$ cat src/hdl/bpa_pkg.sv
package bpa_pkg;

    localparam int MAX_PAGES  = 16384;
    localparam int ADDR_W     = $clog2(2 * MAX_PAGES);
    localparam int TREE_DEPTH = 2 * MAX_PAGES;
    localparam int NODE_W     = 15;
    localparam int OFF_W      = 14;

    localparam logic [1:0] MODE_ALLOC   = 2'd0;
    localparam logic [1:0] MODE_FREE    = 2'd1;
    localparam logic [1:0] MODE_REBUILD = 2'd2;

    localparam logic [1:0] ST_OK       = 2'd0;
    localparam logic [1:0] ST_NO_FIT   = 2'd1;
    localparam logic [1:0] ST_BAD_FREE = 2'd2;

    localparam logic [1:0] REG_PAGE_COUNT = 2'd0;

    typedef struct packed {
        logic [1:0]  mode;
        logic [14:0] request_pages;
        logic [13:0] free_offset;
    } req_word_t;

    typedef struct packed {
        logic [1:0]  status;
        logic [13:0] block_offset;
        logic [14:0] block_pages;
        logic [14:0] free_total;
    } rsp_word_t;

    typedef struct packed {
        logic              we;
        logic [ADDR_W-1:0] waddr;
        logic [NODE_W-1:0] wdata;
        logic [ADDR_W-1:0] raddr;
    } mem_cmd_t;

    // Smallest power of two that is not below x, for x up to 32768.
    function automatic logic [15:0] round_pow2(input logic [15:0] x);
        logic [15:0] p;
        p = 16'd1;
        for (int k = 0; k < 15; k++)
        begin
            if ((16'd1 << k) < x)
            begin
                p = 16'd1 << (k + 1);
            end
        end
        return p;
    endfunction

endpackage

$ cat src/hdl/bpa_engine.sv
module bpa_engine (
    input  logic                       clk,
    input  logic                       rst_n,
    input  logic                       req_valid,
    output logic                       req_stall,
    input  bpa_pkg::req_word_t         req_word,
    output logic                       rsp_valid,
    input  logic                       rsp_stall,
    output bpa_pkg::rsp_word_t         rsp_word,
    input  logic [14:0]                page_count,
    output bpa_pkg::mem_cmd_t          mem_cmd,
    input  logic [bpa_pkg::NODE_W-1:0] mem_rdata
);

    typedef enum logic [6:0] {
        S_IDLE  = 7'b0000001,
        S_FILL  = 7'b0000010,
        S_MARK  = 7'b0000100,
        S_DOWN  = 7'b0001000,
        S_CLIMB = 7'b0010000,
        S_UP    = 7'b0100000,
        S_DONE  = 7'b1000000
    } state_t;

    state_t state_reg, state_next;

    logic [bpa_pkg::ADDR_W-1:0] h_reg, h_next;
    logic [14:0] node_reg, node_next;
    logic [14:0] cur_reg, cur_next;
    logic [15:0] p_reg, p_next;
    logic [13:0] off_reg, off_next;
    logic [14:0] span_reg, span_next;
    logic [14:0] marked_reg, marked_next;
    logic [14:0] limit_reg, limit_next;
    logic [14:0] free_reg, free_next;
    logic [14:0] root_reg, root_next;
    logic [1:0]  status_reg, status_next;
    logic [13:0] boff_reg, boff_next;
    logic [14:0] bpages_reg, bpages_next;
    logic        rsp_valid_reg, rsp_valid_next;
    bpa_pkg::rsp_word_t rsp_word_reg, rsp_word_next;

    logic        accept;
    logic [14:0] clamp_n;
    logic [14:0] new_span;
    logic [14:0] excess;
    logic [14:0] new_marked;
    logic [14:0] req_n;
    logic [15:0] req_p;
    logic [14:0] parent_node;
    logic [15:0] pair_sum;
    logic [14:0] merged;
    logic [bpa_pkg::ADDR_W-1:0] parent_h;
    logic [bpa_pkg::ADDR_W-1:0] left_h;
    logic [bpa_pkg::ADDR_W-1:0] right_h;
    logic [15:0] fill_last;
    logic [14:0] climb_mask;

    assign accept    = req_valid && !req_stall;
    assign req_stall = (state_reg != S_IDLE);
    assign rsp_valid = rsp_valid_reg;
    assign rsp_word  = rsp_word_reg;

    always_comb
    begin
        if (page_count == 15'd0)
        begin
            clamp_n = 15'd1;
        end
        else if (page_count > 15'(bpa_pkg::MAX_PAGES))
        begin
            clamp_n = 15'(bpa_pkg::MAX_PAGES);
        end
        else
        begin
            clamp_n = page_count;
        end
    end

    assign new_span   = 15'(bpa_pkg::round_pow2({1'b0, clamp_n}));
    assign excess     = new_span - clamp_n;
    assign new_marked = (excess != 15'd0) ? 15'(bpa_pkg::round_pow2({1'b0, excess})) : 15'd0;
    assign req_n      = (req_word.request_pages == 15'd0) ? 15'd1 : req_word.request_pages;
    assign req_p      = bpa_pkg::round_pow2({1'b0, req_n});

    // One merge step of the upward walk: a parent whose two halves are both
    // wholly free becomes one free block, otherwise it takes the larger half.
    assign parent_node = {node_reg[13:0], 1'b0};
    assign pair_sum    = {1'b0, cur_reg} + {1'b0, mem_rdata};
    assign merged      = (pair_sum == {1'b0, parent_node}) ? parent_node
                       : ((cur_reg > mem_rdata) ? cur_reg : mem_rdata);
    assign parent_h    = h_reg >> 1;
    assign left_h      = {h_reg[bpa_pkg::ADDR_W-2:0], 1'b0};
    assign right_h     = left_h + bpa_pkg::ADDR_W'(1);
    assign fill_last   = {span_reg, 1'b0} - 16'd1;
    assign climb_mask  = ~(node_reg - 15'd1);

    always_comb
    begin
        state_next     = state_reg;
        h_next         = h_reg;
        node_next      = node_reg;
        cur_next       = cur_reg;
        p_next         = p_reg;
        off_next       = off_reg;
        span_next      = span_reg;
        marked_next    = marked_reg;
        limit_next     = limit_reg;
        free_next      = free_reg;
        root_next      = root_reg;
        status_next    = status_reg;
        boff_next      = boff_reg;
        bpages_next    = bpages_reg;
        rsp_valid_next = rsp_valid_reg;
        rsp_word_next  = rsp_word_reg;
        mem_cmd.we     = 1'b0;
        mem_cmd.waddr  = h_reg;
        mem_cmd.wdata  = 15'd0;
        mem_cmd.raddr  = h_reg;

        if (rsp_valid_reg && !rsp_stall)
        begin
            rsp_valid_next = 1'b0;
        end

        case (state_reg)
            S_IDLE:
            begin
                if (accept)
                begin
                    status_next = bpa_pkg::ST_OK;
                    boff_next   = 14'd0;
                    bpages_next = 15'd0;
                    state_next  = S_DONE;
                    case (req_word.mode)
                        bpa_pkg::MODE_REBUILD:
                        begin
                            span_next   = new_span;
                            marked_next = new_marked;
                            limit_next  = new_span - new_marked;
                            free_next   = new_span - new_marked;
                            h_next      = bpa_pkg::ADDR_W'(1);
                            node_next   = new_span;
                            state_next  = S_FILL;
                        end
                        bpa_pkg::MODE_ALLOC:
                        begin
                            if (req_p > {1'b0, root_reg} || req_p > {1'b0, span_reg})
                            begin
                                status_next = bpa_pkg::ST_NO_FIT;
                            end
                            else
                            begin
                                p_next        = req_p;
                                h_next        = bpa_pkg::ADDR_W'(1);
                                node_next     = span_reg;
                                off_next      = 14'd0;
                                mem_cmd.raddr = bpa_pkg::ADDR_W'(2);
                                state_next    = S_DOWN;
                            end
                        end
                        bpa_pkg::MODE_FREE:
                        begin
                            if ({1'b0, req_word.free_offset} >= limit_reg ||
                                {1'b0, req_word.free_offset} >= span_reg)
                            begin
                                status_next = bpa_pkg::ST_BAD_FREE;
                            end
                            else
                            begin
                                off_next      = req_word.free_offset;
                                h_next        = bpa_pkg::ADDR_W'({1'b0, req_word.free_offset}
                                                + span_reg);
                                mem_cmd.raddr = bpa_pkg::ADDR_W'({1'b0, req_word.free_offset}
                                                + span_reg);
                                node_next     = 15'd1;
                                state_next    = S_CLIMB;
                            end
                        end
                        default:
                        begin
                            state_next = S_DONE;
                        end
                    endcase
                end
            end

            S_FILL:
            begin
                mem_cmd.we    = 1'b1;
                mem_cmd.waddr = h_reg;
                mem_cmd.wdata = node_reg;
                if (h_reg == bpa_pkg::ADDR_W'(1))
                begin
                    root_next = node_reg;
                end
                // The block size halves after the last node of each level.
                if ((h_reg & (h_reg + bpa_pkg::ADDR_W'(1))) == '0)
                begin
                    node_next = node_reg >> 1;
                end
                h_next = h_reg + bpa_pkg::ADDR_W'(1);
                if ({1'b0, h_reg} == fill_last)
                begin
                    if (marked_reg == 15'd0)
                    begin
                        state_next = S_DONE;
                    end
                    else
                    begin
                        h_next     = bpa_pkg::ADDR_W'(1);
                        node_next  = span_reg;
                        state_next = S_MARK;
                    end
                end
            end

            S_MARK:
            begin
                if (node_reg == marked_reg)
                begin
                    mem_cmd.we    = 1'b1;
                    mem_cmd.waddr = h_reg;
                    mem_cmd.wdata = 15'd0;
                    mem_cmd.raddr = h_reg ^ bpa_pkg::ADDR_W'(1);
                    cur_next      = 15'd0;
                    state_next    = S_UP;
                end
                else
                begin
                    h_next    = left_h + bpa_pkg::ADDR_W'(1);
                    node_next = node_reg >> 1;
                end
            end

            S_DOWN:
            begin
                if ({1'b0, node_reg} == p_reg)
                begin
                    mem_cmd.we    = 1'b1;
                    mem_cmd.waddr = h_reg;
                    mem_cmd.wdata = 15'd0;
                    mem_cmd.raddr = h_reg ^ bpa_pkg::ADDR_W'(1);
                    free_next     = free_reg - node_reg;
                    boff_next     = off_reg;
                    bpages_next   = node_reg;
                    cur_next      = 15'd0;
                    if (h_reg == bpa_pkg::ADDR_W'(1))
                    begin
                        root_next  = 15'd0;
                        state_next = S_DONE;
                    end
                    else
                    begin
                        state_next = S_UP;
                    end
                end
                else
                begin
                    // The word read is the left child; go right when it is too small.
                    node_next = node_reg >> 1;
                    if ({1'b0, mem_rdata} >= p_reg)
                    begin
                        h_next        = left_h;
                        mem_cmd.raddr = {left_h[bpa_pkg::ADDR_W-2:0], 1'b0};
                    end
                    else
                    begin
                        h_next        = right_h;
                        off_next      = off_reg + 14'(node_reg >> 1);
                        mem_cmd.raddr = {right_h[bpa_pkg::ADDR_W-2:0], 1'b0};
                    end
                end
            end

            S_CLIMB:
            begin
                if (mem_rdata != 15'd0)
                begin
                    if (h_reg == bpa_pkg::ADDR_W'(1))
                    begin
                        status_next = bpa_pkg::ST_BAD_FREE;
                        state_next  = S_DONE;
                    end
                    else
                    begin
                        h_next        = parent_h;
                        node_next     = parent_node;
                        mem_cmd.raddr = parent_h;
                    end
                end
                else
                begin
                    mem_cmd.we    = 1'b1;
                    mem_cmd.waddr = h_reg;
                    mem_cmd.wdata = node_reg;
                    mem_cmd.raddr = h_reg ^ bpa_pkg::ADDR_W'(1);
                    free_next     = free_reg + node_reg;
                    boff_next     = off_reg & climb_mask[13:0];
                    bpages_next   = node_reg;
                    cur_next      = node_reg;
                    if (h_reg == bpa_pkg::ADDR_W'(1))
                    begin
                        root_next  = node_reg;
                        state_next = S_DONE;
                    end
                    else
                    begin
                        state_next = S_UP;
                    end
                end
            end

            S_UP:
            begin
                // The sibling word is in; the parent is written while the
                // next sibling is read.
                mem_cmd.we    = 1'b1;
                mem_cmd.waddr = parent_h;
                mem_cmd.wdata = merged;
                mem_cmd.raddr = parent_h ^ bpa_pkg::ADDR_W'(1);
                h_next        = parent_h;
                node_next     = parent_node;
                cur_next      = merged;
                if (parent_h == bpa_pkg::ADDR_W'(1))
                begin
                    root_next  = merged;
                    state_next = S_DONE;
                end
            end

            S_DONE:
            begin
                if (!rsp_valid_reg || !rsp_stall)
                begin
                    rsp_valid_next             = 1'b1;
                    rsp_word_next.status       = status_reg;
                    rsp_word_next.block_offset = boff_reg;
                    rsp_word_next.block_pages  = bpages_reg;
                    rsp_word_next.free_total   = free_reg;
                    state_next                 = S_IDLE;
                end
            end

            default:
            begin
                state_next = S_IDLE;
            end
        endcase
    end

    always_ff @(posedge clk or negedge rst_n)
    begin
        if (!rst_n)
        begin
            state_reg     <= S_IDLE;
            span_reg      <= 15'(bpa_pkg::MAX_PAGES);
            marked_reg    <= 15'd0;
            limit_reg     <= 15'd0;
            free_reg      <= 15'd0;
            root_reg      <= 15'd0;
            rsp_valid_reg <= 1'b0;
        end
        else
        begin
            state_reg     <= state_next;
            span_reg      <= span_next;
            marked_reg    <= marked_next;
            limit_reg     <= limit_next;
            free_reg      <= free_next;
            root_reg      <= root_next;
            rsp_valid_reg <= rsp_valid_next;
        end
    end

    always_ff @(posedge clk)
    begin
        h_reg        <= h_next;
        node_reg     <= node_next;
        cur_reg      <= cur_next;
        p_reg        <= p_next;
        off_reg      <= off_next;
        status_reg   <= status_next;
        boff_reg     <= boff_next;
        bpages_reg   <= bpages_next;
        rsp_word_reg <= rsp_word_next;
    end

endmodule

$ cat config.mk
export PLATFORM = sky130hd
export DESIGN_NAME = bpa_engine
export DESIGN_NICKNAME = d
export VERILOG_FILES = /design/src/hdl/bpa_pkg.sv /design/src/hdl/bpa_engine.sv
export SDC_FILE = /design/constraint.sdc
export NUM_CORES = 1
export LEC_CHECK = 0
export BUFFER_PORTS_ARGS = -buffer_cell sky130_fd_sc_hd__buf_4
export CORE_MARGIN = 2
export CORE_UTILIZATION = 60
export DETAILED_ROUTE_END_ITERATION = 7
export MAX_ROUTING_LAYER = met4
export PLACE_DENSITY = 0.79
export SYNTH_ARGS = -nofsm -noshare
export SYNTH_HDL_FRONTEND = slang
export SYNTH_SLANG_ARGS = --single-unit
$ cat constraint.sdc
create_clock -name clk -period 5.31 [get_ports clk]
set_input_delay 0.2655 -clock clk [delete_from_list [all_inputs] [get_ports clk]]
set_output_delay 0.2655 -clock clk [all_outputs]
set_load 0.005 [all_outputs]
==> out/qor.txt <==
final WL = 76.6 mm
crit path launch type = input pin
static leakage = 11.3 nW
Reg2Reg Setup Slack = 0.13 ns
routability cong. = 1.02
max-cap violations = 0
Final Hold Viols = 0
Worst Setup EP = free_reg[14]
CP peak stage delay = 0.37 ns
RSZ-0062 raised after global routing = true
CP required = 5.74 ns
Largest register FFs = 46
Final min period = 5.85 ns
root buf cell = clkbuf_16
Post-Synth Adder-Cell Area = 12.4%
post-synthesis compound-gate area fraction = 20.3%
WP data arrival = 6.28 ns
Critical Path End Type = flop
Routed Antenna Nets = 0
CTS Buf Count = 27
r2r endpoint = free_reg[14]
Pwr Density = 420 mW/mm^2
Most Frequent Cell on Critical Path = buf_6
layout cells sized above 1 = 24.0%
fin crit share = 110%
CP Class = input pin to flop
WHS = 0.0624 ns
Core Box Area = 0.0337 mm^2
grt ovf = 0
min-delay worst type = input pin to flop
flops & latches, synth = 235
PortBufs = 158
start point of the critical path = page_count[6]
Avg Inst Size Synth = 8.68 um^2
Max Fclk = 171 MHz
VDD IR-drop max = 0.000432 V
gr usage total = 42.9%
Detailed Route Iter0 Violations = 2,613
clk sink count = 235
# DRC = 0
post-placement cell area = 0.0240 mm^2
Ys Warns = 0
Post-Synth XOR/XNOR Area = 6.70%
failing checks = negative setup slack
Ports = 159
via/cell ratio = 6.60
FP Rows = 67
sequential area share after synthesis = 32.3%
Vias = 21,000
Max FO, Critical Path = 5
Critical R2R Launch = state_reg[1]
DP Wirelength = 56.5 mm
pin count of the biggest net entering global routing = 78
setup TNS = -6.94 ns
initial antenna violation count = 1
Worst slew margin = 11.1%
slowest stage cell on the critical path = fa_2
largest family of logic cells by synthesized area = compound AO/OA/AOI/OAI gates
first-pass GRT wire length = 116 mm
M1 WL = 28.1 mm
EDFF count, synth = 152
Setup WS post-layout = -0.543 ns
Die Footprint = 0.0358 mm^2
mapped cell area = 0.0206 mm^2
post-synthesis mux area share = 3.71%
number of global-route vias before repair = 20,200
# fillers = 2,410
ys flop type = edfxtp_1
R2R cell count = 16
Clock Path Buffers = 3
Multi-input gate area = 0.0137 mm^2
Layout Skew = 0.0139 ns
worst skew pair latency = 0.55 ns
syn_nets = 2,638
final setup fails = 21
async set-reset flop share out of synthesis = 35.3%
Met2 Wirelength = 34.8 mm
post-synthesis simple-gate area fraction = 19.7%
final slew viol count = 0
Unique masters post-synth = 90
initial core utilization = 61.1%
P&R area growth vs syn = 24.6%
Net count, final = 2,973
CTS tree = built
drt first pass iters = 7
top sig layer = met4
Clock H-tree levels = 1
Wirelength per Cell = 24.1 um
clk slew on worst S/H paths = 0.06 ns
register area = 0.00664 mm^2
status = finished, violations left
met3 wire length = 8.73 mm
Post-Syn Instances = 2,372
Layout Utilization = 76.1%
Die Height = 189 um
Final Instance Area = 0.0257 mm^2
Power Total = 10.8 mW
die width = 189 um
Worst Tran Pin Value = 1.33 ns
[through the flow]
stage	instances	setup WS (ns)
after floorplan	2372	-0.905
after global placement	3097	-1.23
after detailed placement	3097	-1.37
after CTS	3174	-0.420
after global routing	3176	-0.852
final	3178	-0.543
[cell usage after synthesis, drive strengths merged, types with 8 or more instances]
cell / n / area share, %
o211ai: 26 / 0.95
nor2b: 40 / 1.2
o22a: 14 / 0.60
o22ai: 14 / 0.43
and3: 13 / 0.39
and4: 8 / 0.35
clkbuf: 112 / 2.0
o21bai: 12 / 0.44
dfrtp: 81 / 9.8
nand3: 63 / 1.6
or3: 30 / 0.94
a22oi: 20 / 0.73
inv: 135 / 2.5
o31ai: 13 / 0.50
nor3b: 13 / 0.47
nor2: 192 / 3.5
a21oi: 169 / 4.1
nand2b: 38 / 1.2
nand4: 26 / 0.79
o21ai: 156 / 3.8
mux2i: 37 / 1.8
ha: 195 / 12
o21a: 18 / 0.66
xor2: 54 / 2.3
nand3b: 15 / 0.55
xnor2: 101 / 4.3
nor3: 69 / 1.7
mux2: 35 / 1.9
and2: 32 / 0.97
a21o: 54 / 2.0
a221oi: 14 / 0.60
buf: 16 / 0.34
a211oi: 19 / 0.72
a222oi: 14 / 0.68
o221ai: 8 / 0.34
a221o: 8 / 0.39
nor4: 34 / 1.1
nand2: 204 / 3.7
a31oi: 15 / 0.46
edfxtp: 152 / 22
[metal layers]
layer | vias up | GRT usage, %
met2 | 1371 | 66.9
met3 | 313 | 8.45
met1 | 9919 | 52.6
met5 | - | -
met4 | 0 | 23.6
li1 | 9365 | -
[kinds of logic (layout without fill, tap and decap cells)]
logic type,Yosys count,in the layout
xor+xnor,156,156
buf+inv,264,619
fa+ha+maj,201,201
compound gates,635,635
simple gates,809,809
flops,235,235
other cells,0,3
mux,72,72
[cell usage in the layout (no fill, tap or decap), types with 15 or more instances in the layout]
cell / Yosys / routed
o21ai_0: 152 / 129
clkbuf_16: 0 / 27
ha_1: 195 / 187
xor2_1: 54 / 50
nor4_1: 33 / 27
nor2b_1: 40 / 38
a211oi_1: 18 / 17
nand2_1: 204 / 196
edfxtp_1: 152 / 152
a21o_1: 54 / 54
o21ai_1: 4 / 17
nor3_1: 69 / 61
inv_1: 135 / 131
xnor2_1: 101 / 96
dfrtp_1: 81 / 81
nor2_1: 192 / 189
mux2_2: 35 / 32
a22oi_1: 20 / 19
or3_1: 29 / 27
nand2b_1: 38 / 37
mux2i_1: 37 / 37
o21a_1: 18 / 18
nand3_1: 62 / 60
nand3b_1: 15 / 15
and2_1: 32 / 31
a21oi_1: 169 / 153
buf_4: 0 / 417
nand4_1: 26 / 26
o211ai_1: 26 / 26
[worst max-delay path, delay by kind of cell]
family,cells,cell delay (ns)
xor gates and xnor gates,1,0.26
AOI/OAI and AO/OA,12,2.09
and+or+nand+nor,11,1.68
adders and majority gates,3,0.88
muxes,1,0.16
buffers and inverters,7,0.91
[timing repair]
action	CTS	global route
hold buffers	2	0
resized for setup	75	56
setup endpoints to repair	30	40
endpoints found under the hold margin	16	0
buffers inserted	35	11
pin swaps	60	34
[cell type report]
| cell class | instances | share of cell area, % |
|---|---|---|
| timing repair buffer | 434 | 13.1 |
| antenna | 3 | 0.0293 |
| clock inverter | 15 | 0.488 |
| multi-input combinational | 1873 | 53.5 |
| sequential | 235 | 25.9 |
| tap | 448 | 2.18 |
| clock buffer | 34 | 2.85 |
| inverter | 136 | 2.00 |
[report_power, final]
group	leakage, nW	switching, mW	internal (mW)
clock	0.416	0.809	1.03
sequential	2.56	0.628	2.52
combinational	8.37	3.44	2.34
total	11.3	4.88	5.89
[worst min path at each step]
stage | startpoint | to | slack, ns | cells past startpoint
after global placement | rst_n | rsp_valid | 0.20 | 1
final | rsp_stall | rsp_valid | 0.06 | 3
after detailed placement | rst_n | root_reg[8] | 0.21 | 1
after global routing | rsp_stall | rsp_valid | 0.09 | 3
after CTS | rsp_stall | rsp_valid | 0.06 | 3
after floorplan | rst_n | free_reg[0] | -0.03 | 0
No activity file was read; power rests on OpenSTA's default activity.
